<file path="src/rtl/skvt_pkg.sv">
// Shared types and constants for the small key/value table.
package skvt_pkg;

  localparam int unsigned CAPACITY = 10;
  localparam int unsigned KEY_W    = 32;
  localparam int unsigned VAL_W    = 32;
  localparam int unsigned TOL_W    = 16;
  localparam int unsigned CNT_W    = $clog2(CAPACITY + 1);
  localparam int unsigned ADDR_W   = 3;
  localparam int unsigned DATA_W   = 32;

  // Register index of match_tolerance, taken from paddr[2].
  localparam logic REG_TOLERANCE = 1'b0;

  typedef enum logic [0:0] {
    CMD_SET    = 1'b0,
    CMD_LOOKUP = 1'b1
  } cmd_e;

  typedef enum logic [2:0] {
    ST_UPDATED   = 3'd0,
    ST_INSERTED  = 3'd1,
    ST_FULL      = 3'd2,
    ST_FOUND     = 3'd3,
    ST_NOT_FOUND = 3'd4
  } status_e;

  // Transaction token that walks down the row of cells.
  typedef struct packed {
    logic             valid;
    cmd_e             cmd;
    logic [KEY_W-1:0] key;
    logic [VAL_W-1:0] value;
    logic             done;
    status_e          status;
    logic [VAL_W-1:0] fval;
    logic             inc;
  } tok_t;

endpackage

</file>
<file path="src/rtl/small_key_value_table.sv">
// Small key/value table: a row of entry cells served by a travelling transaction token.
//
// Usage: an input transaction carries command_i (set or look up), key_i and value_i on a
// valid/ready channel. Each accepted transaction yields exactly one result transaction
// with status_o, found_value_o and entries_used_o on a valid/ready output channel.
// The token visits one cell per cycle; its result passes the finishing stage and then
// the output register before it is valid. Only one item is in the row at a time, so
// the block takes no new item until the last result has moved on from the finishing
// stage into the output register.
// A finished result waits in the output register while the next item is accepted and
// processed; should the receiver still be stalling when that second item completes,
// it is held in a finishing stage and input ready stays low until it can move on.
// The APB port holds match_tolerance at address 0; the user must write it only while
// idle; the block does not enforce this. Reset zeroes the fill count and the tolerance
// but not key/value storage, as entries at or above the fill count are never read.
module small_key_value_table (
  input  logic                          clk_i,
  input  logic                          rst_ni,
  input  logic                          in_valid_i,
  output logic                          in_ready_o,
  input  logic                          command_i,
  input  logic signed [skvt_pkg::KEY_W-1:0] key_i,
  input  logic signed [skvt_pkg::VAL_W-1:0] value_i,
  output logic                          out_valid_o,
  input  logic                          out_ready_i,
  output logic [2:0]                    status_o,
  output logic signed [skvt_pkg::VAL_W-1:0] found_value_o,
  output logic [skvt_pkg::CNT_W-1:0]    entries_used_o,
  input  logic                          psel,
  input  logic                          penable,
  input  logic                          pwrite,
  input  logic [skvt_pkg::ADDR_W-1:0]   paddr,
  input  logic [skvt_pkg::DATA_W-1:0]   pwdata,
  output logic [skvt_pkg::DATA_W-1:0]   prdata,
  output logic                          pready
);
  import skvt_pkg::*;

  tok_t              chain [CAPACITY+1];
  tok_t              head_tok;
  tok_t              last_tok;
  logic [TOL_W-1:0]  tol_q;
  logic [CNT_W-1:0]  count_q;
  logic              busy_q;
  logic              in_acc;
  logic              fin_valid_q;
  status_e           fin_status_q;
  logic [VAL_W-1:0]  fin_fval_q;
  logic [CNT_W-1:0]  fin_cnt_q;
  logic              out_valid_q;
  status_e           status_q;
  logic [VAL_W-1:0]  found_value_q;
  logic [CNT_W-1:0]  entries_used_q;
  logic              move_out;
  status_e           last_status;
  logic [VAL_W-1:0]  last_fval;
  logic [CNT_W-1:0]  last_cnt;

  assign in_ready_o = !busy_q;
  assign in_acc     = in_valid_i && !busy_q;

  always_comb begin
    head_tok        = '0;
    head_tok.valid  = in_acc;
    head_tok.cmd    = cmd_e'(command_i);
    head_tok.key    = key_i;
    head_tok.value  = value_i;
    head_tok.status = ST_NOT_FOUND;
  end

  assign chain[0] = head_tok;

  for (genvar g = 0; g < CAPACITY; g++) begin : g_cell
    skvt_cell u_cell (
      .clk_i   (clk_i),
      .rst_ni  (rst_ni),
      .tok_i   (chain[g]),
      .idx_i   (CNT_W'(g)),
      .count_i (count_q),
      .tol_i   (tol_q),
      .tok_o   (chain[g+1])
    );
  end

  assign last_tok = chain[CAPACITY];

  // A token that left the row unresolved found no match and no free slot.
  always_comb begin
    if (last_tok.done) begin
      last_status = last_tok.status;
      last_fval   = last_tok.fval;
    end else begin
      last_status = (last_tok.cmd == CMD_SET) ? ST_FULL : ST_NOT_FOUND;
      last_fval   = '0;
    end
    last_cnt = count_q + CNT_W'(last_tok.inc);
  end

  assign move_out = fin_valid_q && (!out_valid_q || out_ready_i);

  always_ff @(posedge clk_i or negedge rst_ni) begin
    if (!rst_ni) begin
      busy_q      <= 1'b0;
      count_q     <= '0;
      fin_valid_q <= 1'b0;
      out_valid_q <= 1'b0;
    end else begin
      if (in_acc) begin
        busy_q <= 1'b1;
      end else if (move_out) begin
        busy_q <= 1'b0;
      end
      if (last_tok.valid) begin
        count_q     <= last_cnt;
        fin_valid_q <= 1'b1;
      end else if (move_out) begin
        fin_valid_q <= 1'b0;
      end
      if (move_out) begin
        out_valid_q <= 1'b1;
      end else if (out_ready_i) begin
        out_valid_q <= 1'b0;
      end
    end
  end

  always_ff @(posedge clk_i) begin
    if (last_tok.valid) begin
      fin_status_q <= last_status;
      fin_fval_q   <= last_fval;
      fin_cnt_q    <= last_cnt;
    end
    if (move_out) begin
      status_q       <= fin_status_q;
      found_value_q  <= fin_fval_q;
      entries_used_q <= fin_cnt_q;
    end
  end

  assign out_valid_o    = out_valid_q;
  assign status_o       = status_q;
  assign found_value_o  = found_value_q;
  assign entries_used_o = entries_used_q;

  // Configuration port.
  always_ff @(posedge clk_i or negedge rst_ni) begin
    if (!rst_ni) begin
      tol_q <= '0;
    end else if (psel && penable && pwrite && (paddr[2] == REG_TOLERANCE)) begin
      tol_q <= pwdata[TOL_W-1:0];
    end
  end

  assign prdata = (paddr[2] == REG_TOLERANCE) ? {{(DATA_W - TOL_W){1'b0}}, tol_q} : '0;
  assign pready = 1'b1;

endmodule

</file>
<file path="src/rtl/skvt_cell.sv">
// One table entry: holds a key and value and serves the token passing through.
module skvt_cell (
  input  logic                    clk_i,
  input  logic                    rst_ni,
  input  skvt_pkg::tok_t          tok_i,
  input  logic [skvt_pkg::CNT_W-1:0] idx_i,
  input  logic [skvt_pkg::CNT_W-1:0] count_i,
  input  logic [skvt_pkg::TOL_W-1:0] tol_i,
  output skvt_pkg::tok_t          tok_o
);
  import skvt_pkg::*;

  logic [KEY_W-1:0] key_q;
  logic [VAL_W-1:0] val_q;
  tok_t             tok_d, tok_q;
  logic             occ;
  logic             hit;
  logic             wr_key;
  logic             wr_val;
  logic [KEY_W:0]   diff;
  logic [KEY_W:0]   mag;

  // Entries below the fill count are occupied; the first free slot is at the count.
  assign occ  = (idx_i < count_i);
  assign diff = {tok_i.key[KEY_W-1], tok_i.key} - {key_q[KEY_W-1], key_q};
  assign mag  = diff[KEY_W] ? (~diff + 1'b1) : diff;
  assign hit  = (mag <= {{(KEY_W + 1 - TOL_W){1'b0}}, tol_i});

  always_comb begin
    tok_d  = tok_i;
    wr_key = 1'b0;
    wr_val = 1'b0;
    if (tok_i.valid && !tok_i.done) begin
      if (occ && hit) begin
        tok_d.done = 1'b1;
        if (tok_i.cmd == CMD_SET) begin
          wr_val       = 1'b1;
          tok_d.status = ST_UPDATED;
        end else begin
          tok_d.status = ST_FOUND;
          tok_d.fval   = val_q;
        end
      end else if (!occ) begin
        // Every occupied entry has already been passed without a match.
        tok_d.done = 1'b1;
        if (tok_i.cmd == CMD_SET) begin
          wr_key       = 1'b1;
          wr_val       = 1'b1;
          tok_d.inc    = 1'b1;
          tok_d.status = ST_INSERTED;
        end else begin
          tok_d.status = ST_NOT_FOUND;
        end
      end
    end
  end

  always_ff @(posedge clk_i) begin
    if (wr_key) begin
      key_q <= tok_i.key;
    end
    if (wr_val) begin
      val_q <= tok_i.value;
    end
  end

  always_ff @(posedge clk_i or negedge rst_ni) begin
    if (!rst_ni) begin
      tok_q <= '0;
    end else begin
      tok_q <= tok_d;
    end
  end

  assign tok_o = tok_q;

endmodule

</file>
<file path="config.mk">
export PLATFORM = sky130hd
export DESIGN_NAME = small_key_value_table
export DESIGN_NICKNAME = d
export VERILOG_FILES = /design/src/rtl/skvt_pkg.sv /design/src/rtl/small_key_value_table.sv /design/src/rtl/skvt_cell.sv
export SDC_FILE = /design/constraint.sdc
export NUM_CORES = 2
export LEC_CHECK = 0
export BUFFER_PORTS_ARGS = -buffer_cell sky130_fd_sc_hd__buf_2
export CAP_MARGIN = 20
export CORE_MARGIN = 3
export CORE_UTILIZATION = 35
export CTS_CLUSTER_DIAMETER = 150
export DETAILED_ROUTE_END_ITERATION = 16
export HOLD_SLACK_MARGIN = 0.15
export PLACE_DENSITY = 0.49
export SYNTH_ARGS = -nofsm -noshare
export SYNTH_HDL_FRONTEND = slang
export SYNTH_SLANG_ARGS = --single-unit
export TNS_END_PERCENT = 1
</file>
<file path="constraint.sdc">
create_clock -name clk_i -period 11.9 [get_ports clk_i]
set_clock_uncertainty 0.05 [all_clocks]
set_input_delay 0.595 -clock clk_i [delete_from_list [all_inputs] [get_ports clk_i]]
set_output_delay 0.595 -clock clk_i [all_outputs]
set_load 0.02 [all_outputs]
</file>
Word-level counts from Yosys, hierarchy flattened
Index checks and enable logic that the tools add are counted.
{"block": "word_totals", "register_bits": 1707, "input_bits": 107, "output_inout_bits": 74, "word_cells": 375}
{"block": "op_classes", "addsub": 21, "order_cmp": 20, "mux": 175, "bitwise_logic": 11, "reduce_logical": 39}
{"operator": "$mux 32", "count": 20}
{"operator": "$mux 37", "count": 10}
{"operator": "$add 33x1->33 const B", "count": 10}
{"operator": "$le 33x16->1", "count": 10}
{"operator": "$mux 33", "count": 10}
{"operator": "$not 33->33", "count": 10}
{"operator": "$sub 32x32->33", "count": 10}
{"operator": "$mux 1", "count": 92}
{"operator": "$mux 4", "count": 20}
{"operator": "$mux 3", "count": 12}
{"operator": "$logic_and 1x1->1", "count": 24}
{"operator": "$mux 2", "count": 10}
{"operator": "$lt 3x4->1 const A", "count": 4}
{"operator": "$mux 16", "count": 1}
{"operator": "$logic_not 1->1", "count": 11}
{"operator": "$lt 1x4->1 const A", "count": 2}
{"operator": "$lt 2x4->1 const A", "count": 2}
{"operator": "$lt 4x4->1 const A", "count": 2}
{"operator": "$reduce_bool 2->1", "count": 3}
{"operator": "$add 4x1->4", "count": 1}
{"operator": "$logic_or 1x1->1", "count": 1}
{"operator": "$not 1->1", "count": 1}

Longest topological paths before layout
{"block": "depth", "word_depth": 8, "depth_mapped": 29, "ltp_nobuf": 25}

Modules after synthesis
Synthesis repeated with hierarchy kept, for this count alone.
{"block": "unflattened", "cells_unflattened": 8544, "area_unflattened_um2": 94710.8}
{"mod": "skvt_cell (g_cell[0].u_cell ...)", "n_inst": 8, "cells_per_inst": 841, "area_each_um2": 9107.5, "seq_area_each_um2": 4499.3}
{"mod": "skvt_cell (g_cell[9].u_cell)", "n_inst": 1, "cells_per_inst": 826, "area_each_um2": 9231.4, "seq_area_each_um2": 4499.3}
{"mod": "skvt_cell (g_cell[2].u_cell)", "n_inst": 1, "cells_per_inst": 776, "area_each_um2": 8819.7, "seq_area_each_um2": 4499.3}
{"mod": "small_key_value_table", "n_inst": 1, "cells_per_inst": 214, "area_each_um2": 3799.9, "seq_area_each_um2": 2917.8}

Worst setup path before layout
OpenSTA, ideal clock, no wires.
{"block": "synth_path", "kind": "register to register", "startpoint": "reg g_cell[3].u_cell.tok_q, in the netlist g_cell[3].u_cell.tok_o[69]", "endpoint": "reg g_cell[4].u_cell.val_q[0], enable pin", "setup_ns": 0.470, "t_arrival_ns": 7.949, "required_time_ns": 11.380, "slack_ns": 3.431, "stages_incl_launch_ff": 26, "n_path_buf": 2, "period_less_slack_ns": 8.469, "cell_sequence": "dfrtp_1 inv_1 ha_1 fa_1 nand2b_1 a21o_1 a211oi_1 o211ai_1 a2111oi_0 o22ai_1 clkbuf_1 clkbuf_1 o31ai_1 xnor2_1 ha_1 a21oi_1 nor2b_1 o21ai_0 nand2b_1 a2111oi_0 a21oi_1 a311oi_1 o211ai_1 a2111oi_2 nand2_1 a211oi_1"}
{"block": "synth_between", "elab_chain_len": 8}
{"element": "start: declaration", "line": "skvt_cell.sv:15", "text": "tok_t tok_d, tok_q;"}
{"element": "start signal: assignment", "line": "skvt_cell.sv:71", "text": "tok_q <= tok_d;"}
{"element": "$sub 32x32->33 *", "line": "skvt_cell.sv:25", "text": "assign diff = {tok_i.key[KEY_W-1], tok_i.key} - {key_q[KEY_W-1], key_q};"}
{"element": "$not 33->33", "line": "skvt_cell.sv:26", "text": "assign mag = diff[KEY_W] ? (~diff + 1'b1) : diff;"}
{"element": "$add 33x1->33", "line": "skvt_cell.sv:26"}
{"element": "$mux 33 *", "line": "skvt_cell.sv:26"}
{"element": "$le 33x16->1 *", "line": "skvt_cell.sv:27", "text": "assign hit = (mag <= {{(KEY_W + 1 - TOL_W){1'b0}}, tol_i});"}
{"element": "$logic_and 1x1->1 *", "line": "skvt_cell.sv:34", "text": "if (occ && hit) begin"}
{"element": "$mux 1 *", "line": "skvt_cell.sv:34"}
{"element": "$mux 1 *", "line": "skvt_cell.sv:33", "text": "if (tok_i.valid && !tok_i.done) begin"}
{"element": "net g_cell[4].u_cell.wr_val", "line": "skvt_cell.sv:19", "text": "logic wr_val;"}
{"element": "end signal: assignment", "line": "skvt_cell.sv:63", "text": "val_q <= tok_i.value;"}
{"element": "end: declaration", "line": "skvt_cell.sv:14", "text": "logic [VAL_W-1:0] val_q;"}
Mark *: on every way through the listed nets, which the timed path passes. The rest lies on a longest branch.
A chain may end at the register's enable or synchronous reset.

Final worst setup path
{"block": "layout_path", "startpoint": "reg g_cell[8].u_cell.tok_q, in the netlist g_cell[8].u_cell.tok_o[69]", "endpoint": "reg g_cell[9].u_cell.val_q[21], enable pin"}
{"block": "layout_between", "elab_chain_len": 8}
{"element": "start: declaration", "line": "skvt_cell.sv:15"}
{"element": "start signal: assignment", "line": "skvt_cell.sv:71"}
{"element": "$sub 32x32->33 *", "line": "skvt_cell.sv:25"}
{"element": "$not 33->33", "line": "skvt_cell.sv:26"}
{"element": "$add 33x1->33", "line": "skvt_cell.sv:26"}
{"element": "$mux 33 *", "line": "skvt_cell.sv:26"}
{"element": "$le 33x16->1 *", "line": "skvt_cell.sv:27"}
{"element": "$logic_and 1x1->1 *", "line": "skvt_cell.sv:34"}
{"element": "$mux 1 *", "line": "skvt_cell.sv:34"}
{"element": "$mux 1 *", "line": "skvt_cell.sv:33"}
{"element": "net g_cell[9].u_cell.wr_val", "line": "skvt_cell.sv:19"}
{"element": "end signal: assignment", "line": "skvt_cell.sv:63"}
{"element": "end: declaration", "line": "skvt_cell.sv:14"}
Marked as above.

==> qor.csv <==
metric,value,unit
status,"complete, no violations",
crit path launch type,flop,
Synth cell types,104,
FMAX,0.126,GHz
Crit path largest cell delay,0.89,ns
warnings from Yosys,0,
total power,16.9,mW
synth cell count leaders,"dfrtp_1 (989), edfxtp_1 (718), nand2_1 (495)",
vias per cell,5.30,
hold slack final,0.276,ns
part of the cycle the worst path needs,66.9,%
setup violators final,0,
IO Count,181,
maximum number of pins on one net before global-route repair,156,
critical setup path kind,flop to flop,
Most used DFF post-synth,dfrtp_1,
cts bufs inserted,189,
post-synth top area share,28.7,%
register area share after synthesis,53.8,%
CTS Buffer Depth,3,
CTS Sinks,1707,
Max Cap Violations,0,
Int Power,11.7,mW
Period minus WS final,7.96,ns
crit path DAT,8.36,ns
"non-filler cells, final",11300,
reg2reg setup slack,3.94,ns
Site Rows,181,
clk_lat worst skew,0.84,ns
Die Area,252000,um2
initial antenna violation count,12,
Iteration-0 DRC Markers,3914,
gr usage total,18.7,%
CP bufs+invs,3,
# port buffers,145,
DRC errors left,0,
register bit total from synthesis,1707,
critical path endpoint category,flop,
post-route ant nets,0,
Post-Synthesis Cells,7625,
Hold Fails Final Rpt,0,
total negative slack,0,ns
Finished Core Util,40.3,%
via count,59700,
"Slew Viols, Final",0,
top cell type by total area after synthesis,dfrtp_1,
Core Region,244000,um2
Post-synth ARST share,57.9,%
Congestion Overflow GR,0,
"count leader, synth",dfrtp_1,
unrepaired setup endpoints after global routing,false,
CTS tree,yes,
Worst IR Drop VDD,0.000129,V
critical path's top delay family,compound AO/OA/AOI/OAI gates,
Routed WL,237000,um
Chip Height,502,um
Post-synth EDFFs,718,
critical path peak fanout,32,
Worst Tran Pin Value,1.18,ns
Initial DRT Pass Iterations,5,
Synth area leaders,"dfrtp_1 (29%), edfxtp_1 (25%), ha_1 (7.1%), mux2_2 (3.8%), a21oi_1 (2.7%)",
Sw Share,30.9,%
first-pass GRT wire length,366000,um
Post-CTS Setup Inserts,0,
switching pwr,5.23,mW
post-DP HPWL,178000,um
post-CTS resize count,0,
number of global-route vias before repair,60100,
P_leak,41.1,nW
gpl congestion,0.877,
net count reported at finish,8505,
combinational group share of total power,23.0,%
Starting Density,35.3,%
synthesized area per cell,11.3,um2
Routed wire per std cell,21.0,um
"CTS clk-pin slew, worst paths",0.06,ns
Mapped Area,86100,um2
Flop pwr share,40.7,%
Area growth syn-to-layout,14.2,%
clock power share,36.4,%
H-tree depth,4,
share of layout cells above drive strength 1,11.8,%
Hold Path Class,input pin to async pin,
Die W,502,um
Power Dens Cells,172,nW/um2
placed insts,10800,
CP required,12.30,ns
CTS root buf,clkbuf_16,
max_slew headroom,20.3,%
Critical Path Slowest Stage Cell,nor4_4,
[path summary, 6_finish.rpt]
kind	depth (start not counted)	start	end
setup reg to reg	26	g_cell[8].u_cell.tok_o[69]	g_cell[9].u_cell.val_q[21]
min in group clk_i	0	g_cell[0].u_cell.tok_o[40]	g_cell[1].u_cell.tok_o[40]
hold reg to reg	0	g_cell[0].u_cell.tok_o[40]	g_cell[1].u_cell.tok_o[40]
hold / removal	2	rst_ni	g_cell[8].u_cell.tok_o[91]
setup / recovery	26	g_cell[8].u_cell.tok_o[69]	g_cell[9].u_cell.val_q[21]
max in group asynchronous	5	rst_ni	g_cell[2].u_cell.tok_o[17]
[layer usage]
metal  up-vias  global-route usage, %  share of wire, %
met5         -                      0                 0
met4         0                   6.21               3.4
met3       331                   2.43               3.3
met2      1064                   30.2                46
met1     29400                   25.9                47
li1      28900                      -                 -
[cell type report]
cell class                 count  area [um2]
clock buffer                 251        5280
inverter                     462        1730
sequential                  1707       46300
clock inverter               108        1490
fill                       23300      146000
timing repair buffer         308        2240
multi-input combinational   5228       37300
tap                         3202        4010
antenna                        6        15.0
[power groups by stage]
| stage | clock [mW] | sequential, mW | combinational [mW] |
|---|---|---|---|
| after floorplan | 0 | 6.90 | 2.66 |
| after global placement | 0 | 6.98 | 3.81 |
| after detailed placement | 0 | 7.00 | 3.86 |
| after CTS | 6.35 | 6.88 | 3.90 |
| after global routing | 6.59 | 6.92 | 4.35 |
| final | 6.15 | 6.87 | 3.88 |
[what timing repair did]
item	CTS	global route
hold buffers	84	0
endpoints found under the setup margin	0	0
hold endpoints to repair	212	0
[cells by family (layout without fill, tap and decap cells)]
family	count (synthesis)	in the layout	share of synthesized area, %
AO/OA/AOI/OAI	1920	1920	15.0
XOR/XNOR	342	342	3.48
adder cells (fa/ha/maj)	502	502	7.38
buffers and inverters	705	1129	3.22
flip-flops	1707	1707	53.8
multiplexers	347	347	4.49
other	2	23	0.00872
AND/OR/NAND/NOR	2100	2100	12.6
[cells in the final DEF, fill, tap and decap left out, types with 56 or more instances in the layout]
cell type / synthesis / final
inv_1: 462 / 462
o21a_1: 97 / 97
xnor2_1: 224 / 224
nor4_1: 87 / 87
o21ai_0: 374 / 374
nor2b_1: 57 / 56
dlygate4sd3_1: 0 / 84
and2_1: 116 / 115
buf_2: 25 / 144
nand4_1: 152 / 152
or3_1: 62 / 62
clkbuf_16: 0 / 191
a21o_1: 155 / 155
nor2_1: 442 / 438
xor2_1: 118 / 118
nand3_1: 153 / 153
ha_1: 492 / 492
a31oi_1: 60 / 60
a211oi_1: 92 / 88
mux2_2: 288 / 288
a21oi_1: 464 / 463
o31ai_1: 62 / 62
edfxtp_1: 718 / 718
o211ai_1: 82 / 82
nand2_1: 495 / 495
nor3_1: 157 / 151
nand2b_1: 77 / 77
and3_1: 65 / 65
dfrtp_1: 989 / 988
buf_4: 20 / 72
[worst reg2reg max path, cell delays in order, from the launching register on]
cell	delay, ns
dfrtp_1	0.36
inv_1	0.05
ha_1	0.22
fa_1	0.43
nand2b_1	0.18
a21oi_1	0.29
o21bai_1	0.21
a2111oi_0	0.47
buf_4	0.21
o21a_1	0.20
a32o_1	0.62
nor2_1	0.14
xnor2_1	0.16
ha_1	0.34
a211o_1	0.32
o221ai_1	0.17
a21oi_1	0.08
o31ai_1	0.22
a31oi_1	0.11
o31ai_1	0.43
o2111ai_1	0.18
nor4_1	0.22
nand3_1	0.18
nor4_4	0.89
o21ai_0	0.29
nor2_2	0.13
buf_4	0.42
[registers in the layout, indices dropped and copies added (netlist names)]
name,flops
g_cell.u_cell.tok_o,966
g_cell.u_cell.key_q,320
g_cell.u_cell.val_q,320
fin_fval_q,32
found_value_o,32
tol_q,16
count_q,4
entries_used_o,4
fin_cnt_q,4
fin_status_q,3
status_o,3
busy_q,1
fin_valid_q,1
out_valid_o,1
[through the flow]
| step | area (um2) | setup slack (ns) |
|---|---|---|
| final | 98400 | 3.94 |
| after global placement | 90700 | 3.68 |
| after global routing | 98300 | 3.38 |
| after CTS | 98300 | 3.82 |
| after detailed placement | 90700 | 3.88 |
| after floorplan | 86200 | 3.43 |
No activity file was read; power rests on OpenSTA's default activity.
